[src/rtl/mmt_pkg.sv]
// Shared constants, register indexes and the saturation helper for the
// Mandelbrot membership test. No dependencies.
`timescale 1ns / 1ps

package mmt_pkg;

  localparam int WORD_BITS  = 32;
  localparam int FRAC_BITS  = 28;
  localparam int ITER_BITS  = 16;
  localparam int COORD_BITS = 12;
  localparam int DIM_BITS   = 13;
  localparam int SCALE_BITS = WORD_BITS - 1;

  localparam int PROD_BITS   = 2 * WORD_BITS;
  localparam int NUM_BITS    = SCALE_BITS + COORD_BITS + DIM_BITS;
  localparam int CAP_BITS    = WORD_BITS + 2;
  localparam int SAT_IN_BITS = PROD_BITS - FRAC_BITS + 2;
  localparam int DIV_CNT_BITS = $clog2(NUM_BITS + 1);

  localparam int CFG_IDX_BITS = 3;
  localparam int CFG_DATA_BITS = WORD_BITS;

  localparam logic [CFG_IDX_BITS-1:0] CFG_MAX_ITER  = 3'd0;
  localparam logic [CFG_IDX_BITS-1:0] CFG_SCALE     = 3'd1;
  localparam logic [CFG_IDX_BITS-1:0] CFG_CENTER_RE = 3'd2;
  localparam logic [CFG_IDX_BITS-1:0] CFG_CENTER_IM = 3'd3;
  localparam logic [CFG_IDX_BITS-1:0] CFG_RES_X     = 3'd4;
  localparam logic [CFG_IDX_BITS-1:0] CFG_RES_Y     = 3'd5;
  localparam logic [CFG_IDX_BITS-1:0] CFG_SIZE_X    = 3'd6;
  localparam logic [CFG_IDX_BITS-1:0] CFG_SIZE_Y    = 3'd7;

  localparam logic [ITER_BITS-1:0]  RST_MAX_ITER = ITER_BITS'(64);
  localparam logic [SCALE_BITS-1:0] RST_SCALE    = SCALE_BITS'(1073742);
  localparam logic [DIM_BITS-1:0]   RST_RES_X    = DIM_BITS'(800);
  localparam logic [DIM_BITS-1:0]   RST_RES_Y    = DIM_BITS'(600);
  localparam logic [DIM_BITS-1:0]   RST_SIZE_X   = DIM_BITS'(800);
  localparam logic [DIM_BITS-1:0]   RST_SIZE_Y   = DIM_BITS'(600);

  localparam logic [NUM_BITS-1:0]  MAP_CAP_NUM = NUM_BITS'(1) << (WORD_BITS + 1);
  localparam logic [CAP_BITS-1:0]  MAP_CAP     = CAP_BITS'(1) << (WORD_BITS + 1);
  localparam logic [PROD_BITS:0]   ESCAPE_FOUR = (PROD_BITS + 1)'(4) << (2 * FRAC_BITS);

  localparam logic signed [WORD_BITS-1:0] WORD_MAX = {1'b0, {(WORD_BITS-1){1'b1}}};
  localparam logic signed [WORD_BITS-1:0] WORD_MIN = {1'b1, {(WORD_BITS-1){1'b0}}};

  // Clamps a wide signed value to the fixed-point word range.
  function automatic logic signed [WORD_BITS-1:0] sat_word(
      input logic signed [SAT_IN_BITS-1:0] v);
    logic [SAT_IN_BITS-WORD_BITS:0] hi;
    hi = v[SAT_IN_BITS-1:WORD_BITS-1];
    if (hi == '0 || hi == '1) begin
      return v[WORD_BITS-1:0];
    end else if (v[SAT_IN_BITS-1]) begin
      return WORD_MIN;
    end else begin
      return WORD_MAX;
    end
  endfunction

endpackage

[src/rtl/mmt_div.sv]
// Restoring divider, one quotient bit per cycle, for the coordinate mapping.
// Depends on mmt_pkg.
`timescale 1ns / 1ps

module mmt_div (
  input  logic                         clk,
  input  logic                         rst,
  input  logic                         start,
  input  logic [mmt_pkg::NUM_BITS-1:0] num,
  input  logic [mmt_pkg::DIM_BITS-1:0] den,
  output logic                         done,
  output logic [mmt_pkg::NUM_BITS-1:0] quot
);

  logic                             running;
  logic [mmt_pkg::DIV_CNT_BITS-1:0] cnt;
  logic [mmt_pkg::DIM_BITS-1:0]     rem;
  logic [mmt_pkg::DIM_BITS:0]       trial;
  logic                             fits;

  assign trial = {rem, quot[mmt_pkg::NUM_BITS-1]};
  assign fits  = (trial >= {1'b0, den});

  always_ff @(posedge clk) begin
    if (rst) begin
      running <= 1'b0;
      done    <= 1'b0;
      cnt     <= '0;
    end else begin
      done <= 1'b0;
      if (start) begin
        running <= 1'b1;
        cnt     <= mmt_pkg::DIV_CNT_BITS'(mmt_pkg::NUM_BITS);
        rem     <= '0;
        quot    <= num;
      end else if (running) begin
        if (fits) begin
          rem <= mmt_pkg::DIM_BITS'(trial - {1'b0, den});
        end else begin
          rem <= trial[mmt_pkg::DIM_BITS-1:0];
        end
        quot <= {quot[mmt_pkg::NUM_BITS-2:0], fits};
        cnt  <= cnt - 1'b1;
        if (cnt == mmt_pkg::DIV_CNT_BITS'(1)) begin
          running <= 1'b0;
          done    <= 1'b1;
        end
      end
    end
  end

endmodule

[config.mk]
export PLATFORM = sky130hd
export DESIGN_NAME = mmt_div
export DESIGN_NICKNAME = d
export VERILOG_FILES = /design/src/rtl/mmt_pkg.sv /design/src/rtl/mmt_div.sv
export SDC_FILE = /design/constraint.sdc
export NUM_CORES = 1
export LEC_CHECK = 0
export BUFFER_PORTS_ARGS = -buffer_cell sky130_fd_sc_hd__buf_4
export CAP_MARGIN = 15
export CORE_ASPECT_RATIO = 1.25
export CORE_MARGIN = 5
export CORE_UTILIZATION = 32
export DETAILED_ROUTE_END_ITERATION = 16
export GPL_TIMING_DRIVEN = 0
export MAX_ROUTING_LAYER = met4
export PLACE_DENSITY = 0.62
export RECOVER_POWER = 50
export SYNTH_ARGS = -nofsm -noshare
export SYNTH_HDL_FRONTEND = slang
export SYNTH_SLANG_ARGS = --single-unit
[constraint.sdc]
create_clock -name clk -period 5.5 [get_ports clk]
set_input_delay 1.1 -clock clk [delete_from_list [all_inputs] [get_ports clk]]
set_output_delay 1.1 -clock clk [all_outputs]
set_load 0.1 [all_outputs]
==> results of run 1 <==
[final cells by class]
cell class | instances | area (um2)
multi-input cells | 218 | 1820
repair buffers | 128 | 772
plain buffers | 17 | 98.8
well taps | 168 | 210
flip-flops and latches | 77 | 2230
inverters | 18 | 67.6
clock inverters | 7 | 57.6
fillers | 1300 | 7300
clock buffers | 9 | 225
[worst paths after layout]
check        depth (start not counted)     start  endpoint
max                                  9    den[1]    rem[9]
min                                  2    cnt[1]    cnt[1]
max reg2reg                         10  quot[55]    rem[8]
min reg2reg                          2    cnt[1]    cnt[1]
[sequential cells by signal, indices dropped and copies added (netlist names)]
signal and count:
running 1, quot 56, rem 13, done 1
cnt 6
[worst reg2reg max path, cell delays in order (launching register included)]
cell and delay [ns]:
edfxtp_1 0.44, inv_1 0.08, ha_1 0.17, fa_1 0.26
nor2b_4 0.06, o31a_4 0.31, o31ai_4 0.27, a21oi_2 0.13
buf_6 0.17, o211ai_2 0.17, a21oi_1 0.09
[placed cells by master, fill, tap and decap left out, types with 2 or more instances in the layout]
cell        Yosys  routed
nand4_1         2       2
inv_6           0       2
or2_2           2       2
o211ai_2        4       4
ha_1           15      15
nor4b_1         2       2
edfxtp_1       69      69
nor2_1         18      17
nand2b_1        2       2
a221oi_1        2       2
a21oi_1        16      16
a211o_1         2       2
nand3_2         4       4
o21a_1          4       4
o31ai_1         2       2
mux2_2         56      56
nand2_1         7       7
buf_4           1      70
xnor2_1         4       4
clkinvlp_4      0       2
o211ai_1        2       2
a211oi_1        2       2
o31a_1          2       2
clkbuf_1       10      67
nand3_1        10      10
nor3_1          9       9
a21o_1          2       2
buf_2           3       3
a21oi_2         4       4
o21ai_0         5       5
or3_1           4       4
nor2b_1         4       4
inv_1          18      18
buf_12          1       3
dfxtp_1         8       8
o21ai_1         9       9
clkbuf_16       0       9
xor2_1          3       3
[where the power goes]
part / internal (mW) / leakage (nW) / switching [mW]
combinational: 0.157 / 1.21 / 0.350
clock: 0.312 / 0.134 / 0.258
sequential: 0.693 / 0.726 / 0.0247
[cells by family (layout without fill, tap and decap cells)]
group	after synthesis	in the layout	share of synthesized area, %
adders and majority gates	16	16	4.94
and+or+nand+nor	70	70	9.10
buffers and inverters	35	179	3.96
DFF	77	77	53.1
xor gates and xnor gates	7	7	1.46
AOI/OAI and AO/OA	69	69	12.5
muxes	56	56	15.0
[stage by stage]
step / hold WS [ns] / utilization [%] / setup TNS [ns] / std cells
global placement: 0.503 / 42.0 / -101.85 / 624
CTS: 0.529 / 44.6 / 0 / 642
global route: 0.560 / 42.9 / 0 / 642
detailed placement: 0.520 / 42.3 / 0 / 626
floorplan: 0.485 / - / 0 / 330
finish: 0.525 / 42.9 / 0 / 642
[routing by layer]
layer  track usage [%]  up-vias  routed length, um
li1                  -     1527                  -
met1              16.5     1540               4420
met2              23.1      115               5270
met3              5.11        9                874
met4              3.80        0                121
met5                 -        -                  0
==> out/qor.yml, run 1 <==
die:
  die_w_um: 113
  start_util_pct: 32.9
  die_y_um: 138
  coreArea_um2: 12800
  die-area_um2: 15600
  ioPinCount: 129
  fp-row-count: 46
sta:
  fin_crit_ns: 2.84
  grt_setup_unrepaired: "false"
  skew_ns: 0.00943
  hold_viol_final: 0
  max_freq_mhz: 353
  slew_headroom_pct: 19.5
  slew_violations: 0
  period_share_pct: 51.6
  final.setup.worst_slack_ns: 2.66
  tightestPinTransition_ns: 1.21
  setup_viol: 0
worst_setup_path:
  cp_max_fo: 4
  cp_cell_sequence: "buf_4 -> inv_1 -> ha_1 -> nor2b_1 -> o31ai_1 -> a31oi_1 -> o311ai_0 -> o21ai_1 -> a21oi_1"
  worstSetupPathType: "in -> reg"
  cp-start-kind: "input pin"
  worst_ep_required_time_ns: 5.68
  cp_slowest_cell: "o31ai_1"
  end_kind: "flip-flop"
  rrSetupSlack_ns: 3.07
  arrival_ns: 3.02
  crit_path_max_incr_delay_ns: 0.46
  crit_buf_inv: 2
  cpLargestDelayFamily: "compound AO/OA/AOI/OAI gates"
logic_synthesis:
  yosysTopAreaCell: "edfxtp_1"
  synth.area.top_cells: "edfxtp_1 (49%), mux2_2 (15%), ha_1 (4.5%), dfxtp_1 (3.8%), a21oi_1 (1.9%)"
  synth_edf_count: 69
  syn_nets: 418
  ys_seq_elements: 77
  yosysWarnings: 0
  synth_flop_cell: "edfxtp_1"
  postSynthCellCount: 330
  synth_most_common_cell: "edfxtp_1"
  yosys-top-cells-count: "edfxtp_1 (69), mux2_2 (56), inv_1 (18), nor2_1 (18), a21oi_1 (16)"
  synth_cell_types: 57
  synth.avg_cell_area_um2: 12.7
  ys_seq_area_share_pct: 53.1
  syn-cell-area_um2: 4210
  yosysTopAreaCellShare_pct: 49.3
  ys_async_sr_fraction_pct: 0
clocking:
  cts_buffer_depth: 2
  postCtsSetupBuffers: 0
  insertion_delay_ns: 0.34
  cts_tree: "built"
  cts_sinks: 77
  h-tree-depth: 3
  clockRootBuffer: "clkbuf_16"
  clk_pin_slew_ns: 0.06
  cts_buffers: 9
  hold_buffers: 0
  cts_resized: 0
pwr:
  static-leakage-power_nw: 2.07
  pwr_density_cell_nw_per_um2: 328
  finalPower_mw: 1.79
  ir_drop_mv: 0.163
job:
  maxCapViolCount: 0
placed_design:
  gp_congestion: 0.846
  hpwl_um: 8220
  place_area_um2: 5410
  port_buffers: 126
  pre_cts_ws_ns: 2.33
global_route:
  grt_overflow_total: 0
  track_usage_pct: 14.2
  grt_max_degree: 35
  grt_pass1_vias: 3358
  grt_antenna_before_repair: 0
  grt_pass1_wl_um: 17100
routing:
  routedWlPerCell_um: 16.6
  dr.pass1.iters: 4
  viasPerCell: 4.97
  num_vias: 3191
  drc: 0
  drtAntennaViolNets: 0
  wirelength_um: 10700
  drt_first_iter_violations: 109
worst_hold_path:
  min-delay-path-class: "reg -> reg"
status:
  status: "finished clean"
finish:
  insertedDiodeCount: 0
  final_cell_area_um2: 5480
  drive_above_1_share_pct: 36.7
  nNetsFinal: 557
  area_growth_pct: 30.2
No activity file was read; power rests on OpenSTA's default activity.
==> run 2: changes to the inputs <==
--- a/config.mk
+++ b/config.mk
@@ -13,7 +13,7 @@
 export DETAILED_ROUTE_END_ITERATION = 16
 export GPL_TIMING_DRIVEN = 0
 export MAX_ROUTING_LAYER = met4
-export PLACE_DENSITY = 0.62
+export PLACE_DENSITY = 0.64
 export RECOVER_POWER = 50
 export SYNTH_ARGS = -nofsm -noshare
 export SYNTH_HDL_FRONTEND = slang
==> constraint.sdc (replaced) <==
create_clock -name clk -period 2.4 [get_ports clk]
set_input_delay 0.48 -clock clk [delete_from_list [all_inputs] [get_ports clk]]
set_output_delay 0.48 -clock clk [all_outputs]
set_load 0.1 [all_outputs]
==> out/qor.yml, run 2 (synthesized netlist as in run 1, its figures left out) <==
pwr:
  ir_drop_mv: 0.425  # was 0.163 mV
  pwr_density_cell_nw_per_um2: 792  # was 328 nW/um2
  static-leakage-power_nw: 2.18  # was 2.07 nW
  finalPower_mw: 4.49  # was 1.79 mW
die:
  ioPinCount: 129  # unchanged
  coreArea_um2: 12800  # unchanged
  die-area_um2: 15600  # unchanged
  die_y_um: 138  # unchanged
  die_w_um: 113  # unchanged
  start_util_pct: 32.9  # unchanged
  fp-row-count: 46  # unchanged
finish:
  drive_above_1_share_pct: 42.1  # was 36.7%
  utilization_pct: 44.4  # was 42.9%
  area_growth_pct: 34.7  # was 30.2%
  largest_register_ff_count: 56  # unchanged
  layout_commonest_cell: "buf_4"  # unchanged
  insertedDiodeCount: 0  # unchanged
  nNetsFinal: 561  # was 557
  instances_no_fill: 646  # was 642
  top_register: "quot"  # unchanged
  final_cell_mix: "buf_4 (74), edfxtp_1 (69), mux2_2 (55), clkbuf_1 (51)"  # was buf_4 (70), edfxtp_1 (69), clkbuf_1 (67), mux2_2 (56), inv_1 (18)
  reg_top3: "quot x56, rem x13, cnt x6"  # unchanged
routing:
  wl_met3_um: 928  # was 874 um
  wirelength_um: 10800  # was 10,700 um
  dr.pass1.iters: 4  # unchanged
  top_layer_used: "met4"  # unchanged
  drtAntennaViolNets: 0  # unchanged
  routedWlPerCell_um: 16.8  # was 16.6 um
  drt_first_iter_violations: 153  # was 109
  drc: 0  # unchanged
  met1_length_um: 4520  # was 4420 um
  num_vias: 3208  # was 3,191
  viasPerCell: 4.97  # about the same
  wl_met2_um: 5220  # was 5270 um
worst_setup_path:
  reg2regPathDepth: 10  # unchanged
  crit_buf_inv: 2  # unchanged
  r2r-end: "rem[10]"  # was rem[8]
  cp_max_fo: 10  # was 4
  cp-start-kind: "flip-flop"  # was input pin
  rrSetupSlack_ns: 0.08  # was 3.07 ns
  worstSetupPathType: "reg -> reg"  # was in -> reg
  rr_startpoint: "quot[55]"  # unchanged
  crit_top_cell: "a21oi_2"
  arrival_ns: 2.39  # was 3.02 ns
  end_kind: "flip-flop"  # unchanged
  cp_cell_sequence: "inv_2 -> ha_4 -> fa_2 -> nor2b_4 -> o31a_4 -> o31ai_4 -> a21oi_2 -> buf_6 -> o211ai_2 -> a21oi_2"  # was buf_4 -> inv_1 -> ha_1 -> nor2b_1 -> o31ai_1 -> a31oi_1 -> o311ai_0 -> o21ai_1 -> a21oi_1
  cp_slowest_cell: "edfxtp_1"  # was o31ai_1
  crit_path_max_incr_delay_ns: 0.41  # was 0.46 ns
  worst_ep_required_time_ns: 2.47  # was 5.68 ns
  cpLargestDelayFamily: "compound AO/OA/AOI/OAI gates"  # unchanged
global_route:
  track_usage_pct: 14.3  # was 14.2%
  grt_pass1_vias: 3433  # was 3,358
  grt_overflow_total: 0  # unchanged
  grt_antenna_before_repair: 0  # unchanged
  grt_max_degree: 32  # was 35
  grt_pass1_wl_um: 17100  # about the same
clocking:
  cts_buffer_depth: 2  # unchanged
  cts_tree: "built"  # unchanged
  clockRootBuffer: "clkbuf_16"  # unchanged
  h-tree-depth: 3  # unchanged
  insertion_delay_ns: 0.34  # about the same
  cts_buffers: 9  # unchanged
  hold_buffers: 0  # unchanged
  cts_sinks: 77  # unchanged
  clk_pin_slew_ns: 0.07  # was 0.06 ns
sta:
  slew_violations: 0  # unchanged
  slew_headroom_pct: 19.7  # was 19.5%
  setup_viol: 0  # unchanged
  grt_setup_unrepaired: "true"  # was false
  max_freq_mhz: 431
  tightestPinTransition_ns: 1.21  # about the same
  holdWs_ns: 0.442  # was 0.525 ns
  skew_ns: 0.00714  # was 0.00943 ns
  fin_crit_ns: 2.32
  hold_viol_final: 0  # unchanged
  period_share_pct: 96.7
worst_hold_path:
  min-delay-start: "num[34]"  # was cnt[1]
  hold_end: "quot[34]"  # was cnt[1]
  hold_depth: 2  # unchanged
  min-delay-path-class: "in -> reg"  # was reg -> reg
job:
  maxCapViolCount: 0  # unchanged
placed_design:
  hpwl_um: 8200  # was 8220 um
  gp_congestion: 0.828  # was 0.846
  placed_cells: 626  # unchanged
  port_buffers: 126  # unchanged
status:
  status: "finished clean"  # unchanged
-- run 2: cell types whose count changed in the layout (fill, tap and decap cells not counted), sizes merged --
cell | before | now
buf | 77 | 84
bufinv | 0 | 3
clkbuf | 77 | 75
clkinv | 2 | 0
clkinvlp | 2 | 1
inv | 21 | 20
-- run 2: worst max path at each step --
stage | cells after the start | end | startpoint
2_1_floorplan | 10 | rem[12] | quot[55]
3_3_place_gp | 4 | quot[5] | start
3_5_place_dp | 9 | rem[1] | den[2]
4_1_cts | 10 | rem[10] | quot[55]
5_1_grt | 10 | rem[6] | quot[55]
6_report | 10 | rem[10] | quot[55]
-- run 2: layer usage --
| layer | vias to the layer above | global-route usage [%] |
|---|---|---|
| met5 | - | - |
| met4 | 0 | 5.06 |
| met3 | 14 | 4.98 |
| met2 | 127 | 22.5 |
| met1 | 1528 | 16.9 |
| li1 | 1539 | - |
-- run 2: metrics by stage --
stage	setup slack [ns]	area (um2)	TNS (ns)
after floorplan	-0.357	4230	-4.04
after global placement	-0.733	5390	-52.08
after detailed placement	-0.148	5430	-5.82
after CTS	-0.00416	5820	-0.00416
after global routing	-0.0158	5670	-0.0602
final	0.0788	5670	0
-- run 2: cell type report --
cell class                 instances  area (um2)
fill                            1267        7110
sequential                        77        2230
multi-input combinational        218        1870
timing repair buffer             132         825
clock buffer                      10         239
tap                              168         210
clock inverter                     6         118
buffer                            17         109
inverter                          18        67.6
-- run 2: repair_timing --
item	CTS	global route
resized for setup	1	10
pin swaps	2	4
setup endpoints to repair	8	14
setup buffers	4	0
hold endpoints to repair	0	0
-- run 2: power breakdown --
part / internal [mW] / switching, mW / leakage (nW)
clock: 1.06 / 0.585 / 0.171
combinational: 0.382 / 0.821 / 1.28
sequential: 1.59 / 0.0563 / 0.726
-- run 2: worst reg2reg max path: stages (launching register included) --
cell      delay (ns)
edfxtp_1        0.41
inv_2           0.09
ha_4            0.13
fa_2            0.23
nor2b_4         0.05
o31a_4          0.30
o31ai_4         0.27
a21oi_2         0.13
buf_6           0.17
o211ai_2        0.19
a21oi_2         0.07
==> run 3: changes to the inputs <==
--- a/config.mk
+++ b/config.mk
@@ -13,7 +13,7 @@
 export DETAILED_ROUTE_END_ITERATION = 16
 export GPL_TIMING_DRIVEN = 0
 export MAX_ROUTING_LAYER = met4
-export PLACE_DENSITY = 0.64
+export PLACE_DENSITY = 0.62
 export RECOVER_POWER = 50
 export SYNTH_ARGS = -nofsm -noshare
 export SYNTH_HDL_FRONTEND = slang
==> constraint.sdc (replaced) <==
create_clock -name clk -period 2.14 [get_ports clk]
set_input_delay 0.428 -clock clk [delete_from_list [all_inputs] [get_ports clk]]
set_output_delay 0.428 -clock clk [all_outputs]
set_load 0.1 [all_outputs]
==> out/qor.yml, run 3 (synthesized netlist as in run 1, its figures left out) <==
placed_design:
  gp_congestion: 0.877  # was 0.828
  port_buffers: 126  # unchanged
  place_area_um2: 5430  # about the same
  pre_cts_ws_ns: -0.358  # was -0.148 ns
  hpwl_um: 8220  # was 8200 um
clocking:
  hold_buffers: 0  # unchanged
  cts_sinks: 77  # unchanged
  cts_buffers: 9  # unchanged
  clk_pin_slew_ns: 0.07  # about the same
  clockRootBuffer: "clkbuf_16"  # unchanged
  h-tree-depth: 3  # unchanged
  cts_tree: "built"  # unchanged
  cts_buffer_depth: 2  # unchanged
  insertion_delay_ns: 0.34  # about the same
finish:
  top_register: "quot"  # unchanged
  fillCellCount: 1246  # was 1,267
  nNetsFinal: 568  # was 561
  drive_above_1_share_pct: 53.8  # was 42.1%
  reg_top3: "quot x56, rem x13, cnt x6"  # unchanged
  largest_register_ff_count: 56  # unchanged
  layout_commonest_cell: "buf_4"  # unchanged
  insertedDiodeCount: 0  # unchanged
  area_growth_pct: 38.1  # was 34.7%
  final_cell_mix: "buf_4 (82), edfxtp_1 (69), clkbuf_2 (56), mux2_2 (55)"  # was buf_4 (74), edfxtp_1 (69), mux2_2 (55), clkbuf_1 (51)
  final_cell_area_um2: 5810  # was 5670 um2
die:
  die_w_um: 113  # unchanged
  ioPinCount: 129  # unchanged
  die-area_um2: 15600  # unchanged
  die_y_um: 138  # unchanged
  start_util_pct: 32.9  # unchanged
  coreArea_um2: 12800  # unchanged
  fp-row-count: 46  # unchanged
sta:
  period_share_pct: 108  # was 96.7%
  slew_violations: 0  # unchanged
  final.setup.worst_slack_ns: -0.166  # was 0.0788 ns
  tightestPinTransition_ns: 1.05  # was 1.21 ns
  fin_crit_ns: 2.31  # was 2.32 ns
  max_freq_mhz: 434  # was 431 MHz
  slew_headroom_pct: 29.5  # was 19.7%
  grt_setup_unrepaired: "true"  # unchanged
  holdWs_ns: 0.391  # was 0.442 ns
  setup_viol: 74  # was 0
  skew_ns: 0.00983  # was 0.00714 ns
  hold_viol_final: 0  # unchanged
pwr:
  static-leakage-power_nw: 2.34  # was 2.18 nW
  swShare_pct: 33.4  # was 32.6%
  ir_drop_mv: 0.424  # was 0.425 mV
  p_sw_mw: 1.65  # was 1.46 mW
  intPower_mw: 3.28  # was 3.03 mW
  pwr-share-clk_pct: 33.7  # was 36.6%
  p_comb_share_pct: 28.9  # was 26.8%
  seqPwrFrac_pct: 37.4  # was 36.6%
  pwr_density_cell_nw_per_um2: 848  # was 792 nW/um2
  finalPower_mw: 4.93  # was 4.49 mW
worst_setup_path:
  reg2regPathDepth: 9  # was 10
  r2r-end: "rem[10]"  # unchanged
  worst_ep_required_time_ns: 2.19  # was 2.47 ns
  worstSetupPathType: "reg -> reg"  # unchanged
  cp-start-kind: "flip-flop"  # unchanged
  rrSetupSlack_ns: -0.17  # was 0.08 ns
  crit_path_end: "rem[10]"  # unchanged
  rr_startpoint: "quot[55]"  # unchanged
  cp_max_fo: 4  # was 10
  crit_start: "quot[55]"  # unchanged
  end_kind: "flip-flop"  # unchanged
  arrival_ns: 2.36  # was 2.39 ns
routing:
  drtAntennaViolNets: 0  # unchanged
  num_vias: 3219  # was 3,208
  dr.pass1.iters: 5  # was 4
  drc: 0  # unchanged
  wirelength_um: 11200  # was 10,800 um
  viasPerCell: 4.93  # was 4.97
  drt_first_iter_violations: 111  # was 153
  routedWlPerCell_um: 17.1  # was 16.8 um
global_route:
  grt_antenna_before_repair: 0  # unchanged
  grt_max_degree: 36  # was 32
  grt_pass1_vias: 3524  # was 3,433
  track_usage_pct: 14.7  # was 14.3%
  grt_overflow_total: 0  # unchanged
  grt_pass1_wl_um: 17700  # was 17,100 um
worst_hold_path:
  min-delay-path-class: "in -> reg"  # unchanged
  hold_depth: 2  # unchanged
  min-delay-start: "num[39]"  # was num[34]
status:
  violations: "negative setup slack"
  status: "finished, violations left"  # was finished clean
job:
  maxCapViolCount: 0  # unchanged
==> run 3: worst min path at each step <==
stage and to:
6_report quot[39], 2_1_floorplan cnt[1], 3_3_place_gp cnt[1], 5_1_grt quot[39], 4_1_cts quot[19], 3_5_place_dp cnt[1]
==> run 3: cell type report <==
class | count | area, um2 | area share (%)
flip-flops and latches | 77 | 2230 | 38.4
multi-input cells | 218 | 1940 | 33.4
repair buffers | 139 | 932 | 16.0
clock buffers | 10 | 229 | 3.94
well taps | 168 | 210 | 3.62
plain buffers | 17 | 114 | 1.96
clock inverters | 6 | 86.3 | 1.49
inverters | 18 | 67.6 | 1.16
==> run 3: per-layer routing <==
metal / part of all wire (%) / wire, um / global-route usage (%) / up-vias
met5: 0 / 0 / - / -
met4: 1.4 / 157 / 4.30 / 0
met2: 49 / 5510 / 23.8 / 119
li1: - / - / - / 1550
met1: 42 / 4670 / 17.5 / 1538
met3: 7.3 / 820 / 4.54 / 12
==> run 3: critical path, cell delays in order, from the launching register on <==
cell	delay (ns)
edfxtp_1	0.41
inv_2	0.08
ha_4	0.13
fa_2	0.23
nor2b_4	0.05
o31a_4	0.30
o31a_1	0.33
or3_1	0.33
o211ai_2	0.08
a21oi_2	0.07
==> run 3: stage by stage <==
step	TNS (ns)	utilization (%)	instances
6_report	-3.05	45.5	653
5_1_grt	-11.02	45.5	653
4_1_cts	-2.64	45.7	648
3_5_place_dp	-4.23	42.5	626
3_3_place_gp	-71.64	42.1	624
2_1_floorplan	-22.04	-	330
==> run 3: what timing repair did <==
item / in CTS / in global routing
endpoints found under the setup margin: 14 / 14
resized for setup: 11 / 20
setup buffers: 5 / 5
cloned: 1 / 0
pin swaps: 9 / 12
==> run 3: power by group through the flow <==
stage          Combinational (mW)  Sequential (mW)  Clock (mW)
6_report                     1.42             1.85        1.66
4_1_cts                      1.41             1.85        1.70
5_1_grt                      1.52             1.86        1.77
2_1_floorplan               0.542             2.35           0
3_5_place_dp                 1.38             1.88           0
3_3_place_gp                 1.34             1.88           0
